### src/hdl/arpr_pkg.sv
package arpr_pkg;

    localparam int FRAME_BYTES       = 64;
    localparam int ADDR_W            = $clog2(FRAME_BYTES);
    localparam int CNT_W             = ADDR_W + 1;
    localparam int ARP_OFFSET        = 14;
    localparam int VLAN_EXTRA        = 4;
    localparam int SOURCE_MAC_OFFSET = 6;
    localparam int MAC_LEN           = 6;
    localparam int IP_LEN            = 4;
    localparam int ARP_BODY_LEN      = 'h1c;
    localparam int PAD_LEN           = 18;
    localparam int SENDER_OFF        = 'h08;
    localparam int TARGET_OFF        = 'h12;
    localparam int TARGET_IP_OFF     = 24;
    localparam int OPCODE_LO_OFF     = 7;
    localparam int PLEN_OFF          = 5;
    localparam int QUEUE_DEPTH       = 2;
    localparam int QPTR_W            = $clog2(QUEUE_DEPTH);
    localparam int QCNT_W            = $clog2(QUEUE_DEPTH + 1);

    localparam logic [15:0] HTYPE_ETH  = 16'h0001;
    localparam logic [15:0] PTYPE_IPV4 = 16'h0800;
    localparam logic [7:0]  HLEN_ETH   = 8'h06;
    localparam logic [15:0] OP_REQUEST = 16'h0001;
    localparam logic [15:0] OP_REPLY   = 16'h0002;

    typedef logic [1:0] t_verdict;
    localparam t_verdict V_REPLY    = 2'd0;
    localparam t_verdict V_NOT_OURS = 2'd1;
    localparam t_verdict V_BAD_LEN  = 2'd2;

    typedef logic [1:0] t_cfg_index;
    localparam t_cfg_index CFG_VLAN_ENABLE = 2'd0;
    localparam t_cfg_index CFG_OWN_IP      = 2'd1;
    localparam t_cfg_index CFG_OWN_MAC     = 2'd2;

    typedef struct packed {
        t_verdict         verdict;
        logic [CNT_W-1:0] len;
        logic             vlan;
        logic             bcast;
    } t_job;

    function automatic logic [CNT_W-1:0] arp_origin(input logic vlan);
        return vlan ? CNT_W'(ARP_OFFSET + VLAN_EXTRA) : CNT_W'(ARP_OFFSET);
    endfunction

    function automatic logic [7:0] hdr_expect(input logic [2:0] off);
        logic [7:0] b;
        unique case (off)
            3'd0: b = HTYPE_ETH[15:8];
            3'd1: b = HTYPE_ETH[7:0];
            3'd2: b = PTYPE_IPV4[15:8];
            3'd3: b = PTYPE_IPV4[7:0];
            3'd4: b = HLEN_ETH;
            3'd5: b = 8'h00;
            3'd6: b = OP_REQUEST[15:8];
            3'd7: b = OP_REQUEST[7:0];
        endcase
        return b;
    endfunction

endpackage

### src/hdl/arpr_ram.sv
module arpr_ram #(
    parameter int WIDTH = 8,
    parameter int DEPTH = 64
) (
    input  logic                     i_clk,
    input  logic                     i_we,
    input  logic [$clog2(DEPTH)-1:0] i_waddr,
    input  logic [WIDTH-1:0]         i_wdata,
    input  logic [$clog2(DEPTH)-1:0] i_raddr,
    output logic [WIDTH-1:0]         o_rdata
);

    logic [WIDTH-1:0] r_mem [DEPTH];
    logic [WIDTH-1:0] r_rdata;

    always_ff @(posedge i_clk) begin
        if (i_we) begin
            r_mem[i_waddr] <= i_wdata;
        end
        r_rdata <= r_mem[i_raddr];
    end

    assign o_rdata = r_rdata;

endmodule

### src/hdl/arpr_fifo.sv
module arpr_fifo (
    input  logic          i_clk,
    input  logic          i_rst_n,
    input  logic          i_push,
    input  arpr_pkg::t_job i_job,
    input  logic          i_pop,
    output arpr_pkg::t_job o_job,
    output logic          o_empty,
    output logic          o_full
);

    arpr_pkg::t_job                    r_mem [arpr_pkg::QUEUE_DEPTH];
    logic [arpr_pkg::QPTR_W-1:0]       r_wptr;
    logic [arpr_pkg::QPTR_W-1:0]       r_rptr;
    logic [arpr_pkg::QCNT_W-1:0]       r_count;

    assign o_empty = (r_count == '0);
    assign o_full  = (r_count == arpr_pkg::QCNT_W'(arpr_pkg::QUEUE_DEPTH));
    assign o_job   = r_mem[r_rptr];

    always_ff @(posedge i_clk) begin
        if (i_push) begin
            r_mem[r_wptr] <= i_job;
        end
    end

    always_ff @(posedge i_clk) begin
        if (!i_rst_n) begin
            r_wptr  <= '0;
            r_rptr  <= '0;
            r_count <= '0;
        end else begin
            if (i_push) begin
                r_wptr <= (r_wptr == arpr_pkg::QPTR_W'(arpr_pkg::QUEUE_DEPTH - 1))
                          ? '0 : r_wptr + 1'b1;
            end
            if (i_pop) begin
                r_rptr <= (r_rptr == arpr_pkg::QPTR_W'(arpr_pkg::QUEUE_DEPTH - 1))
                          ? '0 : r_rptr + 1'b1;
            end
            priority if (i_push && !i_pop) begin
                r_count <= r_count + 1'b1;
            end else if (i_pop && !i_push) begin
                r_count <= r_count - 1'b1;
            end else begin
                r_count <= r_count;
            end
        end
    end

endmodule

### src/hdl/arpr_front.sv
module arpr_front (
    input  logic                         i_clk,
    input  logic                         i_rst_n,
    input  logic                         i_start,
    input  logic [7:0]                   i_frame_byte,
    input  logic                         i_end_of_frame,
    input  logic                         i_vlan,
    input  logic [31:0]                  i_own_ip,
    input  logic                         i_fifo_full,
    input  logic                         i_reply_done,
    output logic                         o_busy,
    output logic                         o_we,
    output logic [arpr_pkg::ADDR_W-1:0]  o_waddr,
    output logic [7:0]                   o_wdata,
    output logic                         o_push,
    output arpr_pkg::t_job               o_job
);

    localparam int CW = arpr_pkg::CNT_W;

    logic [CW-1:0] r_count;
    logic          r_ovf;
    logic          r_lock;
    logic [1:0]    r_hdr_ok;
    logic          r_bcast;
    logic [7:0]    r_tip [2][arpr_pkg::IP_LEN];

    logic          accept;
    logic          room;
    logic [CW-1:0] pos;
    logic [CW-1:0] off [2];
    logic [1:0]    in_arp;
    logic [1:0]    tip_we;
    logic [1:0]    n_hdr_ok;
    logic          n_bcast;
    logic [CW-1:0] len;
    logic [CW-1:0] min_len;
    logic          ip_ok;

    assign o_busy  = r_lock || i_fifo_full;
    assign accept  = i_start && !o_busy;
    assign room    = !r_count[CW-1];
    assign pos     = {1'b0, r_count[CW-2:0]};
    assign o_we    = accept && room;
    assign o_waddr = r_count[CW-2:0];
    assign o_wdata = i_frame_byte;

    always_comb begin
        for (int j = 0; j < 2; j++) begin
            off[j]      = pos - arpr_pkg::arp_origin(j[0]);
            in_arp[j]   = room && (pos >= arpr_pkg::arp_origin(j[0]));
            tip_we[j]   = accept && in_arp[j]
                          && (off[j] >= CW'(arpr_pkg::TARGET_IP_OFF))
                          && (off[j] < CW'(arpr_pkg::TARGET_IP_OFF + arpr_pkg::IP_LEN));
            n_hdr_ok[j] = r_hdr_ok[j];
            if (in_arp[j] && (off[j] < CW'(8)) && (off[j][2:0] != 3'(arpr_pkg::PLEN_OFF))
                && (i_frame_byte != arpr_pkg::hdr_expect(off[j][2:0]))) begin
                n_hdr_ok[j] = 1'b0;
            end
        end
        n_bcast = r_bcast;
        if (room && (pos >= CW'(arpr_pkg::SOURCE_MAC_OFFSET))
            && (pos < CW'(arpr_pkg::SOURCE_MAC_OFFSET + arpr_pkg::MAC_LEN))
            && (i_frame_byte != 8'hff)) begin
            n_bcast = 1'b0;
        end
    end

    assign len     = r_count + CW'(room);
    assign min_len = arpr_pkg::arp_origin(i_vlan)
                     + CW'(arpr_pkg::ARP_BODY_LEN + arpr_pkg::PAD_LEN);
    assign ip_ok   = ({r_tip[i_vlan][0], r_tip[i_vlan][1],
                       r_tip[i_vlan][2], r_tip[i_vlan][3]} == i_own_ip);

    always_comb begin
        o_job.len   = len;
        o_job.vlan  = i_vlan;
        o_job.bcast = n_bcast;
        priority if (r_ovf || !room || (len < min_len)) begin
            o_job.verdict = arpr_pkg::V_BAD_LEN;
        end else if (!n_hdr_ok[i_vlan] || !ip_ok) begin
            o_job.verdict = arpr_pkg::V_NOT_OURS;
        end else begin
            o_job.verdict = arpr_pkg::V_REPLY;
        end
    end

    assign o_push = accept && i_end_of_frame;

    always_ff @(posedge i_clk) begin
        for (int j = 0; j < 2; j++) begin
            if (tip_we[j]) begin
                r_tip[j][2'(off[j] - CW'(arpr_pkg::TARGET_IP_OFF))] <= i_frame_byte;
            end
        end
    end

    always_ff @(posedge i_clk) begin
        if (!i_rst_n) begin
            r_count  <= '0;
            r_ovf    <= 1'b0;
            r_lock   <= 1'b0;
            r_hdr_ok <= 2'b11;
            r_bcast  <= 1'b1;
        end else begin
            if (i_reply_done) begin
                r_lock <= 1'b0;
            end
            if (accept) begin
                if (i_end_of_frame) begin
                    r_count  <= '0;
                    r_ovf    <= 1'b0;
                    r_hdr_ok <= 2'b11;
                    r_bcast  <= 1'b1;
                    r_lock   <= (o_job.verdict == arpr_pkg::V_REPLY);
                end else begin
                    r_count  <= len;
                    r_ovf    <= r_ovf || !room;
                    r_hdr_ok <= n_hdr_ok;
                    r_bcast  <= n_bcast;
                end
            end
        end
    end

endmodule

### src/hdl/arpr_back.sv
module arpr_back (
    input  logic                         i_clk,
    input  logic                         i_rst_n,
    input  logic                         i_fifo_empty,
    input  arpr_pkg::t_job               i_job,
    input  logic [31:0]                  i_own_ip,
    input  logic [47:0]                  i_own_mac,
    input  logic [7:0]                   i_rdata,
    output logic                         o_pop,
    output logic [arpr_pkg::ADDR_W-1:0]  o_raddr,
    output logic                         o_reply_done,
    output logic                         o_valid,
    output logic [7:0]                   o_reply_byte,
    output logic                         o_last_of_reply,
    output arpr_pkg::t_verdict           o_verdict
);

    localparam int CW = arpr_pkg::CNT_W;
    localparam int AW = arpr_pkg::ADDR_W;

    localparam logic [2:0] K_MEM   = 3'd0;
    localparam logic [2:0] K_SHIFT = 3'd1;
    localparam logic [2:0] K_MAC   = 3'd2;
    localparam logic [2:0] K_IP    = 3'd3;
    localparam logic [2:0] K_ZERO  = 3'd4;
    localparam logic [2:0] K_OP    = 3'd5;

    logic               r_active;
    logic [AW-1:0]      r_idx;
    logic [CW-1:0]      r_len;
    logic               r_vlan;
    logic               r_bcast;

    logic               r_s_valid;
    logic [2:0]         r_s_kind;
    logic [2:0]         r_s_k;
    logic               r_s_last;
    arpr_pkg::t_verdict r_s_verdict;

    logic               r_out_valid;
    logic [7:0]         r_out_byte;
    logic               r_out_last;
    arpr_pkg::t_verdict r_out_verdict;

    logic [CW-1:0]      idx;
    logic [CW-1:0]      st;
    logic [CW-1:0]      off;
    logic               issue_last;
    logic [2:0]         kind;
    logic [2:0]         k;
    logic [7:0]         n_byte;

    function automatic logic [7:0] mac_byte(input logic [47:0] mac, input logic [2:0] sel);
        logic [7:0] b;
        unique case (sel)
            3'd0:    b = mac[47:40];
            3'd1:    b = mac[39:32];
            3'd2:    b = mac[31:24];
            3'd3:    b = mac[23:16];
            3'd4:    b = mac[15:8];
            default: b = mac[7:0];
        endcase
        return b;
    endfunction

    function automatic logic [7:0] ip_byte(input logic [31:0] ip, input logic [1:0] sel);
        logic [7:0] b;
        unique case (sel)
            2'd0: b = ip[31:24];
            2'd1: b = ip[23:16];
            2'd2: b = ip[15:8];
            2'd3: b = ip[7:0];
        endcase
        return b;
    endfunction

    assign idx        = {1'b0, r_idx};
    assign st         = arpr_pkg::arp_origin(r_vlan);
    assign off        = idx - st;
    assign issue_last = ((idx + 1'b1) == r_len);
    assign o_pop      = !r_active && !i_fifo_empty;

    always_comb begin
        kind    = K_MEM;
        k       = 3'd0;
        o_raddr = r_idx;
        priority if (r_bcast && (idx >= CW'(arpr_pkg::SOURCE_MAC_OFFSET))
                     && (idx < CW'(arpr_pkg::SOURCE_MAC_OFFSET + arpr_pkg::MAC_LEN))) begin
            kind = K_MAC;
            k    = 3'(idx - CW'(arpr_pkg::SOURCE_MAC_OFFSET));
        end else if (idx < st) begin
            kind = K_MEM;
        end else if (off == CW'(arpr_pkg::OPCODE_LO_OFF)) begin
            kind = K_OP;
        end else if ((off >= CW'(arpr_pkg::SENDER_OFF))
                     && (off < CW'(arpr_pkg::SENDER_OFF + arpr_pkg::MAC_LEN))) begin
            kind = K_MAC;
            k    = 3'(off - CW'(arpr_pkg::SENDER_OFF));
        end else if ((off >= CW'(arpr_pkg::SENDER_OFF + arpr_pkg::MAC_LEN))
                     && (off < CW'(arpr_pkg::TARGET_OFF))) begin
            kind = K_IP;
            k    = 3'(off - CW'(arpr_pkg::SENDER_OFF + arpr_pkg::MAC_LEN));
        end else if ((off >= CW'(arpr_pkg::TARGET_OFF))
                     && (off < CW'(arpr_pkg::ARP_BODY_LEN))) begin
            kind    = K_SHIFT;
            o_raddr = AW'(r_idx - AW'(arpr_pkg::TARGET_OFF - arpr_pkg::SENDER_OFF));
        end else if ((off >= CW'(arpr_pkg::ARP_BODY_LEN))
                     && (off < CW'(arpr_pkg::ARP_BODY_LEN + arpr_pkg::PAD_LEN))) begin
            kind = K_ZERO;
        end else begin
            kind = K_MEM;
        end
    end

    always_comb begin
        unique case (r_s_kind)
            K_MEM, K_SHIFT: n_byte = i_rdata;
            K_MAC:          n_byte = mac_byte(i_own_mac, r_s_k);
            K_IP:           n_byte = ip_byte(i_own_ip, r_s_k[1:0]);
            K_OP:           n_byte = arpr_pkg::OP_REPLY[7:0];
            default:        n_byte = 8'h00;
        endcase
    end

    always_ff @(posedge i_clk) begin
        if (o_pop) begin
            r_len   <= i_job.len;
            r_vlan  <= i_job.vlan;
            r_bcast <= i_job.bcast;
        end
        if (r_active) begin
            r_s_kind    <= kind;
            r_s_k       <= k;
            r_s_last    <= issue_last;
            r_s_verdict <= arpr_pkg::V_REPLY;
        end else begin
            r_s_kind    <= K_ZERO;
            r_s_k       <= 3'd0;
            r_s_last    <= 1'b1;
            r_s_verdict <= i_job.verdict;
        end
        r_out_byte    <= n_byte;
        r_out_last    <= r_s_last;
        r_out_verdict <= r_s_verdict;
    end

    always_ff @(posedge i_clk) begin
        if (!i_rst_n) begin
            r_active    <= 1'b0;
            r_idx       <= '0;
            r_s_valid   <= 1'b0;
            r_out_valid <= 1'b0;
        end else begin
            r_out_valid <= r_s_valid;
            if (r_active) begin
                r_s_valid <= 1'b1;
                r_idx     <= r_idx + 1'b1;
                if (issue_last) begin
                    r_active <= 1'b0;
                end
            end else if (o_pop) begin
                r_s_valid <= (i_job.verdict != arpr_pkg::V_REPLY);
                r_active  <= (i_job.verdict == arpr_pkg::V_REPLY);
                r_idx     <= '0;
            end else begin
                r_s_valid <= 1'b0;
            end
        end
    end

    assign o_reply_done    = r_s_valid && r_s_last && (r_s_verdict == arpr_pkg::V_REPLY);
    assign o_valid         = r_out_valid;
    assign o_reply_byte    = r_out_byte;
    assign o_last_of_reply = r_out_last;
    assign o_verdict       = r_out_verdict;

endmodule

### src/hdl/arp_request_responder_unit.sv
// ARP request responder.
// Input: one frame byte per transfer, taken at a clock edge with start high and
// busy low; i_end_of_frame marks the final byte. Bytes are written into a
// 64-byte frame store while the header fields are checked on the fly.
// Output: each result is shown for one cycle with o_valid high; the receiver
// cannot hold results off. A matching ARP request yields the whole frame,
// rewritten as a reply, one byte per cycle with o_verdict 0 and
// o_last_of_reply on the final byte. Any other frame yields one result with
// reply byte 0 and verdict 1 (not for us) or 2 (too short or too long).
// Timing: with the back end idle, a result passes the job queue, the stage
// register and the output register; reply bytes are also read through the
// single, registered read port of the frame store and stream back to back.
// Frame bytes enter at one per cycle while busy is low; busy is held
// from the end of a frame that earns a reply until its last byte is on the
// result ports, and while the two-entry job queue is full.
// Configuration: i_cfg_valid/o_cfg_ready write vlan_enable (0), own_ip (1),
// own_mac (2); the user must write them only while the block is idle, which
// the block does not enforce. Reset clears the configuration registers and
// frame counters, not the frame store: a reply only reads its own frame.
module arp_request_responder_unit (
    input  logic        i_clk,
    input  logic        i_rst_n,
    input  logic        start,
    output logic        busy,
    input  logic [7:0]  i_frame_byte,
    input  logic        i_end_of_frame,
    output logic        o_valid,
    output logic [7:0]  o_reply_byte,
    output logic        o_last_of_reply,
    output logic [1:0]  o_verdict,
    input  logic        i_cfg_valid,
    output logic        o_cfg_ready,
    input  logic [1:0]  i_cfg_index,
    input  logic [47:0] i_cfg_data
);

    logic                        r_vlan;
    logic [31:0]                 r_own_ip;
    logic [47:0]                 r_own_mac;

    logic                        fifo_full;
    logic                        fifo_empty;
    logic                        push;
    logic                        pop;
    arpr_pkg::t_job              push_job;
    arpr_pkg::t_job              pop_job;
    logic                        reply_done;
    logic                        we;
    logic [arpr_pkg::ADDR_W-1:0] waddr;
    logic [7:0]                  wdata;
    logic [arpr_pkg::ADDR_W-1:0] raddr;
    logic [7:0]                  rdata;

    assign o_cfg_ready = 1'b1;

    always_ff @(posedge i_clk) begin
        if (!i_rst_n) begin
            r_vlan    <= 1'b0;
            r_own_ip  <= '0;
            r_own_mac <= '0;
        end else if (i_cfg_valid && o_cfg_ready) begin
            unique case (i_cfg_index)
                arpr_pkg::CFG_VLAN_ENABLE: r_vlan    <= i_cfg_data[0];
                arpr_pkg::CFG_OWN_IP:      r_own_ip  <= i_cfg_data[31:0];
                arpr_pkg::CFG_OWN_MAC:     r_own_mac <= i_cfg_data;
                default: ;
            endcase
        end
    end

    arpr_front u_front (
        .i_clk          (i_clk),
        .i_rst_n        (i_rst_n),
        .i_start        (start),
        .i_frame_byte   (i_frame_byte),
        .i_end_of_frame (i_end_of_frame),
        .i_vlan         (r_vlan),
        .i_own_ip       (r_own_ip),
        .i_fifo_full    (fifo_full),
        .i_reply_done   (reply_done),
        .o_busy         (busy),
        .o_we           (we),
        .o_waddr        (waddr),
        .o_wdata        (wdata),
        .o_push         (push),
        .o_job          (push_job)
    );

    arpr_ram #(
        .WIDTH (8),
        .DEPTH (arpr_pkg::FRAME_BYTES)
    ) u_store (
        .i_clk   (i_clk),
        .i_we    (we),
        .i_waddr (waddr),
        .i_wdata (wdata),
        .i_raddr (raddr),
        .o_rdata (rdata)
    );

    arpr_fifo u_queue (
        .i_clk   (i_clk),
        .i_rst_n (i_rst_n),
        .i_push  (push),
        .i_job   (push_job),
        .i_pop   (pop),
        .o_job   (pop_job),
        .o_empty (fifo_empty),
        .o_full  (fifo_full)
    );

    arpr_back u_back (
        .i_clk           (i_clk),
        .i_rst_n         (i_rst_n),
        .i_fifo_empty    (fifo_empty),
        .i_job           (pop_job),
        .i_own_ip        (r_own_ip),
        .i_own_mac       (r_own_mac),
        .i_rdata         (rdata),
        .o_pop           (pop),
        .o_raddr         (raddr),
        .o_reply_done    (reply_done),
        .o_valid         (o_valid),
        .o_reply_byte    (o_reply_byte),
        .o_last_of_reply (o_last_of_reply),
        .o_verdict       (o_verdict)
    );

endmodule

### config.mk
export PLATFORM = sky130hd
export DESIGN_NAME = arp_request_responder_unit
export DESIGN_NICKNAME = d
export VERILOG_FILES = /design/src/hdl/arpr_pkg.sv /design/src/hdl/arpr_ram.sv /design/src/hdl/arpr_fifo.sv /design/src/hdl/arpr_front.sv /design/src/hdl/arpr_back.sv /design/src/hdl/arp_request_responder_unit.sv
export SDC_FILE = /design/constraint.sdc
export NUM_CORES = 1
export LEC_CHECK = 0
export BUFFER_PORTS_ARGS = -buffer_cell sky130_fd_sc_hd__buf_2
export CORE_UTILIZATION = 48
export CTS_BUF_LIST = sky130_fd_sc_hd__clkbuf_16
export DETAILED_ROUTE_END_ITERATION = 8
export PLACE_DENSITY = 0.62
export REMOVE_ABC_BUFFERS = 1
export SLEW_MARGIN = 20
export SYNTH_ARGS = -nofsm -noshare
export SYNTH_HDL_FRONTEND = slang
export SYNTH_SLANG_ARGS = --single-unit
### constraint.sdc
create_clock -name i_clk -period 6.7 [get_ports i_clk]
set_input_delay 1.005 -clock i_clk [delete_from_list [all_inputs] [get_ports i_clk]]
set_output_delay 1.005 -clock i_clk [all_outputs]
set_load 0.1 [all_outputs]
# Yosys cells after proc, flatten, opt, wreduce, memory -nomap -nowiden
# Memories as Yosys holds them, arrays and structs flattened. A register that Yosys moved wholly into a read port is not among the register bits.
# Index checks and enable logic that the tools add are counted.
[word_totals]
regBits = 135
mem_bits_rw = 598
mem_bits_ro = 64
input_bits = 63
out_inout_bits = 14
elab_cells = 229
n_memories = 5
[classes]
n_addsub = 17
n_lt_le_gt_ge = 27
eq_ne = 22
n_mux = 67
bitwise = 3
reduce_logical = 62
[mem_list]
columns = ["memory", "depth", "word_bits", "rd", "rd_clocked_by_memory_dff", "write_ports", "line", "source"]
rows = [
  ["u_store.r_mem", 64, 8, 1, 1, 1, "arpr_ram.sv:13", "logic [WIDTH-1:0] r_mem [DEPTH];"],
  ["u_front.r_tip", 2, 32, 1, 1, 1, "arpr_front.sv:26", "logic [7:0] r_tip [2][arpr_pkg::IP_LEN];"],
  ["(no name shown)", 8, 4, 1, 0, 0, "arpr_pkg.sv:51", "unique case (off)"],
  ["(no name shown)", 8, 4, 1, 0, 0, "arpr_pkg.sv:51", ""],
  ["u_queue.r_mem", 2, 11, 1, 1, 1, "arpr_fifo.sv:12", "arpr_pkg::t_job r_mem [arpr_pkg::QUEUE_DEPTH];"],
]
[ops]
columns = ["cell", "count"]
rows = [
  ["two-way mux 32 bit", 4],
  ["one-hot mux 8 bit (4 select lines)", 2],
  ["two-way mux 6 bit", 8],
  ["one-hot mux 8 bit (5 select lines)", 1],
  ["two-way mux 3 bit", 12],
  ["logical AND 1 bit", 33],
  ["demux 8 bit (select 2 bit)", 2],
  ["== test 32 bit", 1],
  ["OR reduction 32 bit", 1],
  ["two-way mux 1 bit", 29],
  ["greater-or-equal comparator 7 x 5 -> 1 bit, second input constant", 4],
  ["less-than comparator 7 x 5 -> 1 bit, second input constant", 4],
  ["less-than comparator 7 x 4 -> 1 bit, second input constant", 3],
  ["two-way mux 8 bit", 2],
  ["inequality test 8 bit", 2],
  ["greater-or-equal comparator 7 x 4 -> 1 bit, second input constant", 2],
  ["== test 3 x 2 -> 1 bit, second input constant", 4],
  ["greater-or-equal comparator 6 x 3 -> 1 bit, second input constant", 2],
  ["zero test 2 bit", 6],
  ["less-than comparator 6 x 4 -> 1 bit, second input constant", 2],
  ["two-way mux 5 bit", 2],
  ["== test 2 bit, second input constant", 4],
  ["zero test 1 bit", 8],
  ["two-way mux 2 bit", 4],
  ["other kinds (37)", 56],
]

# Longest topological paths before layout
[depth]
depth_word = 15
depth_mapped = 18
mapped_depth_nobuf = 14

# By module
# A second synthesis with hierarchy kept.
[hier_totals]
cells_unflattened = 1957
hier_area_um2 = 31094.8
[modules_own_cells]
columns = ["module", "instances", "cells_each", "area_per_inst_um2", "seq_area_each_um2"]
rows = [
  ["arpr_ram", 1, 940, 20166.8, 15534.9],
  ["arpr_front", 1, 331, 3998.8, 2162.1],
  ["arp_request_responder_unit", 1, 319, 3106.7, 1621.6],
  ["arpr_back", 1, 311, 2813.9, 850.8],
  ["arpr_fifo", 1, 56, 1008.5, 760.7],
]

# Worst setup path after synthesis
# OpenSTA, ideal clock, no wires.
[synth_path]
path_type = "reg-to-reg"
from = "reg u_back.r_vlan"
to = "reg u_store.r_rdata[6] (netlist: u_store.o_rdata[6]), read port of u_store.r_mem"
setup_ns = 0.134
arrival_ns = 4.098
t_required_ns = 6.566
slack_ns = 2.468
path_stages_with_launch = 14
n_path_buf = 1
period_less_slack_ns = 4.232
cell_sequence = "edfxtp_1 > fa_1 > a211o_1 > a211o_1 > a21o_1 > a211o_1 > or3_1 > nand2_2 > buf_2 > mux4_2 > mux2_2 > a22oi_1 > nand3_1 > or4_1"
[synth_via]
elab_chain_cells = 10
elab_cells_between_ends = 19
cone_classes = "add/sub (1); order compare (7); eq/ne (1); mux (7); reduce/logical (3)"
[synth_lines]
columns = ["element", "line", "source"]
rows = [
  ["start: declaration", "arpr_back.sv:31", "logic r_vlan;"],
  ["start signal: assignment", "arpr_back.sv:128", "r_vlan <= i_job.vlan;"],
  ["two-way mux 5 bit (*)", "arpr_pkg.sv:46", "return vlan ? CNT_W'(ARP_OFFSET + VLAN_EXTRA) : CNT_W'(ARP_OFFSET);"],
  ["subtractor 6 x 5 -> 7 bit", "arpr_back.sv:79", "assign off = idx - st;"],
  ["greater-or-equal comparator 7 x 5 -> 1 bit / less-than comparator 7 x 5 -> 1 bit (equally long branches)", "arpr_back.sv:103, arpr_back.sv:104", ""],
  ["logical AND 1 bit", "arpr_back.sv:104", "&& (off < CW'(arpr_pkg::ARP_BODY_LEN))) begin"],
  ["two-way mux 6 bit", "arpr_back.sv:103", "end else if ((off >= CW'(arpr_pkg::TARGET_OFF))"],
  ["two-way mux 6 bit", "arpr_back.sv:99", "end else if ((off >= CW'(arpr_pkg::SENDER_OFF + arpr_pkg::MAC_LEN))"],
  ["two-way mux 6 bit", "arpr_back.sv:95", "end else if ((off >= CW'(arpr_pkg::SENDER_OFF))"],
  ["two-way mux 6 bit", "arpr_back.sv:93", "end else if (off == CW'(arpr_pkg::OPCODE_LO_OFF)) begin"],
  ["two-way mux 6 bit (*)", "arpr_back.sv:91", "end else if (idx < st) begin"],
  ["two-way mux 6 bit (*)", "arpr_back.sv:87", "priority if (r_bcast && (idx >= CW'(arpr_pkg::SOURCE_MAC_OFFSET))"],
  ["end: declaration", "arpr_ram.sv:14", "logic [WIDTH-1:0] r_rdata;"],
]
# Every way passes the cells marked *; elsewhere a longest branch is shown, timed or not.
# A chain may end at the register's enable or synchronous reset.

# Worst setup path in the final report
[layout_path]
from = "reg u_back.r_idx[1]"
to = "reg u_store.r_rdata[4] (netlist: u_store.o_rdata[4]), read port of u_store.r_mem"
[layout_via]
elab_chain_cells = 9
elab_cells_between_ends = 23
cone_classes = "add/sub (2); order compare (9); eq/ne (1); mux (6); reduce/logical (5)"
[layout_lines]
columns = ["element", "line", "source"]
rows = [
  ["start: declaration", "arpr_back.sv:29", "logic [AW-1:0] r_idx;"],
  ["start signal: assignment", "arpr_back.sv:157", "r_idx <= r_idx + 1'b1;"],
  ["subtractor 6 x 5 -> 7 bit", "arpr_back.sv:79", ""],
  ["greater-or-equal comparator 7 x 5 -> 1 bit / less-than comparator 7 x 5 -> 1 bit (equally long branches)", "arpr_back.sv:103, arpr_back.sv:104", ""],
  ["logical AND 1 bit", "arpr_back.sv:104", ""],
  ["two-way mux 6 bit", "arpr_back.sv:103", ""],
  ["two-way mux 6 bit", "arpr_back.sv:99", ""],
  ["two-way mux 6 bit", "arpr_back.sv:95", ""],
  ["two-way mux 6 bit", "arpr_back.sv:93", ""],
  ["two-way mux 6 bit", "arpr_back.sv:91", ""],
  ["two-way mux 6 bit (*)", "arpr_back.sv:87", ""],
]
# Marked as above.

==> impl_metrics.py <==
metrics = {
    "status": {
        "outcome": "finished, final reports clean",
    },
    "synth": {
        "yosys.cell_count.top_type": "edfxtp_1",
        "synthesis_stage_register_bit_count": 743,
        "netlist_top_cells_area": "edfxtp_1 59%, dfxtp_1 8.8%, mux4_2 7.4%",
        "netlist.top_cell.by_area": "edfxtp_1",
        "syn_inst": 2123,
        "synth.avg_cell_area_sq_um": 14.6,
        "seq_area_frac_synth_pct": 67.7,
        "yosysUniqueCellTypes": 74,
        "most_frequent_cells_after_synthesis": "607 x edfxtp_1, 314 x nand2_1, 136 x dfxtp_1, 110 x nor2_1, 102 x mux4_2",
        "count_of_flip_flops_with_a_built_in_enable_after_synthesis": 607,
        "synthesis.yosys.warnings": 0,
        "synth-main-ff-cell": "edfxtp_1",
        "share_of_the_synthesized_area_in_the_top_cell_type_pct": 58.9,
        "ys_async_sr_fraction_pct": 0,
        "synth.cell_area_sq_um": 30900,
    },
    "clock_network": {
        "clk-insertion-delay-late_ns": 0.63,
        "cts_root_buf": "clkbuf_16",
        "clkTransAtPathRegs_ns": 0.06,
        "cts.path.max_buffers": 3,
        "numClockSinks": 743,
        "tritoncts.num_buffers": 78,
        "hold_buffers": 0,
        "h-tree-depth": 3,
        "cts_tree": "yes",
        "cts-resized-gates": 0,
        "cts_setup_buffers": 0,
    },
    "floorplan": {
        "floorplan.die.width_um": 256,
        "core_sq_um": 63400,
        "boundary_pin_count": 77,
        "start_util_pct": 48.8,
        "fp_rows": 92,
        "floorplan.die_area_sq_um": 65500,
        "fp.dieH_um": 256,
    },
    "finish": {
        "final_core_util_pct": 54.5,
        "syn_to_final_growth_pct": 11.7,
        "nNetsFinal": 2281,
        "antenna_cells": 0,
        "final_non_filler_cell_area_sq_um": 34500,
        "drive_gt1_share_pct": 15.8,
    },
    "grt": {
        "grt_util_met3_pct": 4.08,
        "maximum_number_of_pins_on_one_net_before_global_route_repair": 74,
        "antenna_found_initial": 1,
        "grt_pass1_wl_um": 116000,
        "grt_pass1_vias": 18200,
        "grt_most_used_layer": "met2",
        "use_met1_pct": 33.4,
        "global_route.usage.met2_pct": 36.9,
        "globalRoute.totalOverflow": 0,
        "grt_usage_pct": 23.5,
    },
    "flow_run": {
        "maximum_capacitance_violations": 0,
    },
    "detailed_routing": {
        "antenna_violating_nets_post_route": 0,
        "avgRoutedWirePerCell_um": 24.7,
        "vias": 18400,
        "drt-total-wl_um": 76700,
        "avgViaCountPerCell": 5.92,
        "drtIter0Drc": 1693,
        "drc": 0,
        "drt_pass1_iterations": 5,
    },
    "timing": {
        "layout_worst_path_cycle_share_pct": 80.0,
        "timing.fmax_mhz": 187,
        "totalNegativeSetupSlack_ns": 0,
        "setup_repair_after_global_routing_missed_its_margin": "false",
        "finClkSkew_ns": 0.0287,
        "final_critical_path_setup_slack_ns": 1.34,
        "finalHoldViolations": 0,
        "slew_of_the_pin_with_the_lowest_slew_margin_ns": 1.05,
        "final_period_minus_worst_setup_slack_ns": 5.36,
        "report.final.setup_viol": 0,
        "slew_violations": 0,
        "maxSlewHeadroom_pct": 30.0,
    },
    "worst_setup_path": {
        "critical-path-top-delay-family": "compound AO/OA/AOI/OAI gates",
        "cpMostUsedCell": "a211o_1",
        "cp-end-kind": "register",
        "critPathLaunchType": "register",
        "critical-path-slowest-cell": "fa_1",
        "setup.worst_path.class": "reg2reg",
        "critical_path.max_fanout": 64,
        "critical_path_required_ns": 7.19,
        "worstPathCellList": "fa_1, a211o_1, a211o_1, a21o_1, a211o_1, or3_1, nand2_8, buf_4, mux4_2, a22oi_1, o2111ai_1, or3_1",
        "worst-endpoint-arrival_ns": 5.85,
        "critical-path-max-stage-delay_ns": 0.65,
        "path_buf_inv": 1,
    },
    "hold_path": {
        "hold_path.class": "reg2reg",
    },
    "power": {
        "ir_worst_vdd_uv": 231,
        "static_leak_nw": 11.1,
        "powerDensity_nw_per_um2": 281,
    },
    "place": {
        "place.gp.congestion": 0.870,
        "dpl-instance-area_sq_um": 32100,
        "pre_cts_slack_ns": 1.20,
        "place.detailed.hpwl_um": 50400,
        "port_buffers": 75,
    },
}
[area by class of cell]
cell class / count / area [sq um]
Inverter: 26 / 97.6
Sequential cell: 743 / 21000
Clock inverter: 62 / 354
Tap cell: 846 / 1060
Clock buffer: 81 / 2030
Multi-Input combinational cell: 1235 / 9390
Fill cell: 5079 / 28900
Timing Repair Buffer: 110 / 663
[path summary, 6_finish.rpt]
kind / endpoint / slack [ns] / start / cells past startpoint
min: u_back.o_verdict[1] / 0.35 / u_back.r_s_verdict[1] / 0
max: u_store.o_rdata[4] / 1.34 / u_back.r_idx[1] / 12
min reg2reg: u_back.o_verdict[1] / 0.35 / u_back.r_s_verdict[1] / 0
max reg2reg: u_store.o_rdata[4] / 1.34 / u_back.r_idx[1] / 12
[registers in the layout, indices dropped and copies added (netlist names), 2 cells and up, named ones only]
| register | count |
|---|---|
| u_back.r_idx | 6 |
| r_own_mac | 48 |
| u_front.r_hdr_ok | 2 |
| u_front.r_tip | 64 |
| u_back.r_s_verdict | 2 |
| u_queue.r_count | 2 |
| u_back.r_len | 7 |
| r_own_ip | 32 |
| u_queue.r_mem | 22 |
| u_back.o_verdict | 2 |
| u_back.r_s_kind | 3 |
| u_back.o_reply_byte | 8 |
| u_store.r_mem | 512 |
| u_store.o_rdata | 8 |
| u_front.r_count | 7 |
| u_back.r_s_k | 3 |
[cells in the final DEF (no fill, tap or decap), types with 17 or more instances in the layout]
cell type / instances
a21oi_1: 45
a21boi_0: 83
mux2i_1: 92
nand2_1: 314
o2111ai_1: 21
clkbuf_16: 81
nor2_1: 109
buf_4: 33
o21ai_0: 48
inv_1: 50
mux2_2: 22
buf_2: 75
edfxtp_1: 607
ha_1: 23
mux4_2: 102
nand2b_1: 17
xor2_1: 40
nor2b_1: 22
dfxtp_1: 134
nand3_1: 48
[layer usage]
metal	part of all wire, %	vias up
met5	0	-
met4	2.8	0
met3	7.2	119
met2	47	716
met1	43	9341
li1	-	8195
[kinds of logic (layout without fill, tap and decap cells)]
kind of cell	after synthesis	in the layout	synth area share (%)
compound gates	324	324	7.36
xor+xnor	57	57	1.66
fa+ha+maj	24	24	0.995
buf+inv	145	279	2.10
flops	743	743	67.7
mux	216	216	11.2
other cells	1	1	0.0121
simple gates	613	613	8.93
[stage by stage]
stage          power (mW)  hold WS [ns]  std cells
4_1_cts              9.75         0.353       3103
5_1_grt              9.98         0.359       3103
2_1_floorplan        5.55         0.331       2004
6_report             9.69         0.353       3103
3_5_place_dp         5.78         0.342       2960
3_3_place_gp         5.76         0.341       2960
[where the power goes]
part	internal (mW)	total [mW]	switching [mW]
Sequential	5.08	5.15	0.0735
Combinational	0.175	0.527	0.352
Clock	2.24	4.01	1.77
No activity file was read; power rests on OpenSTA's default activity.
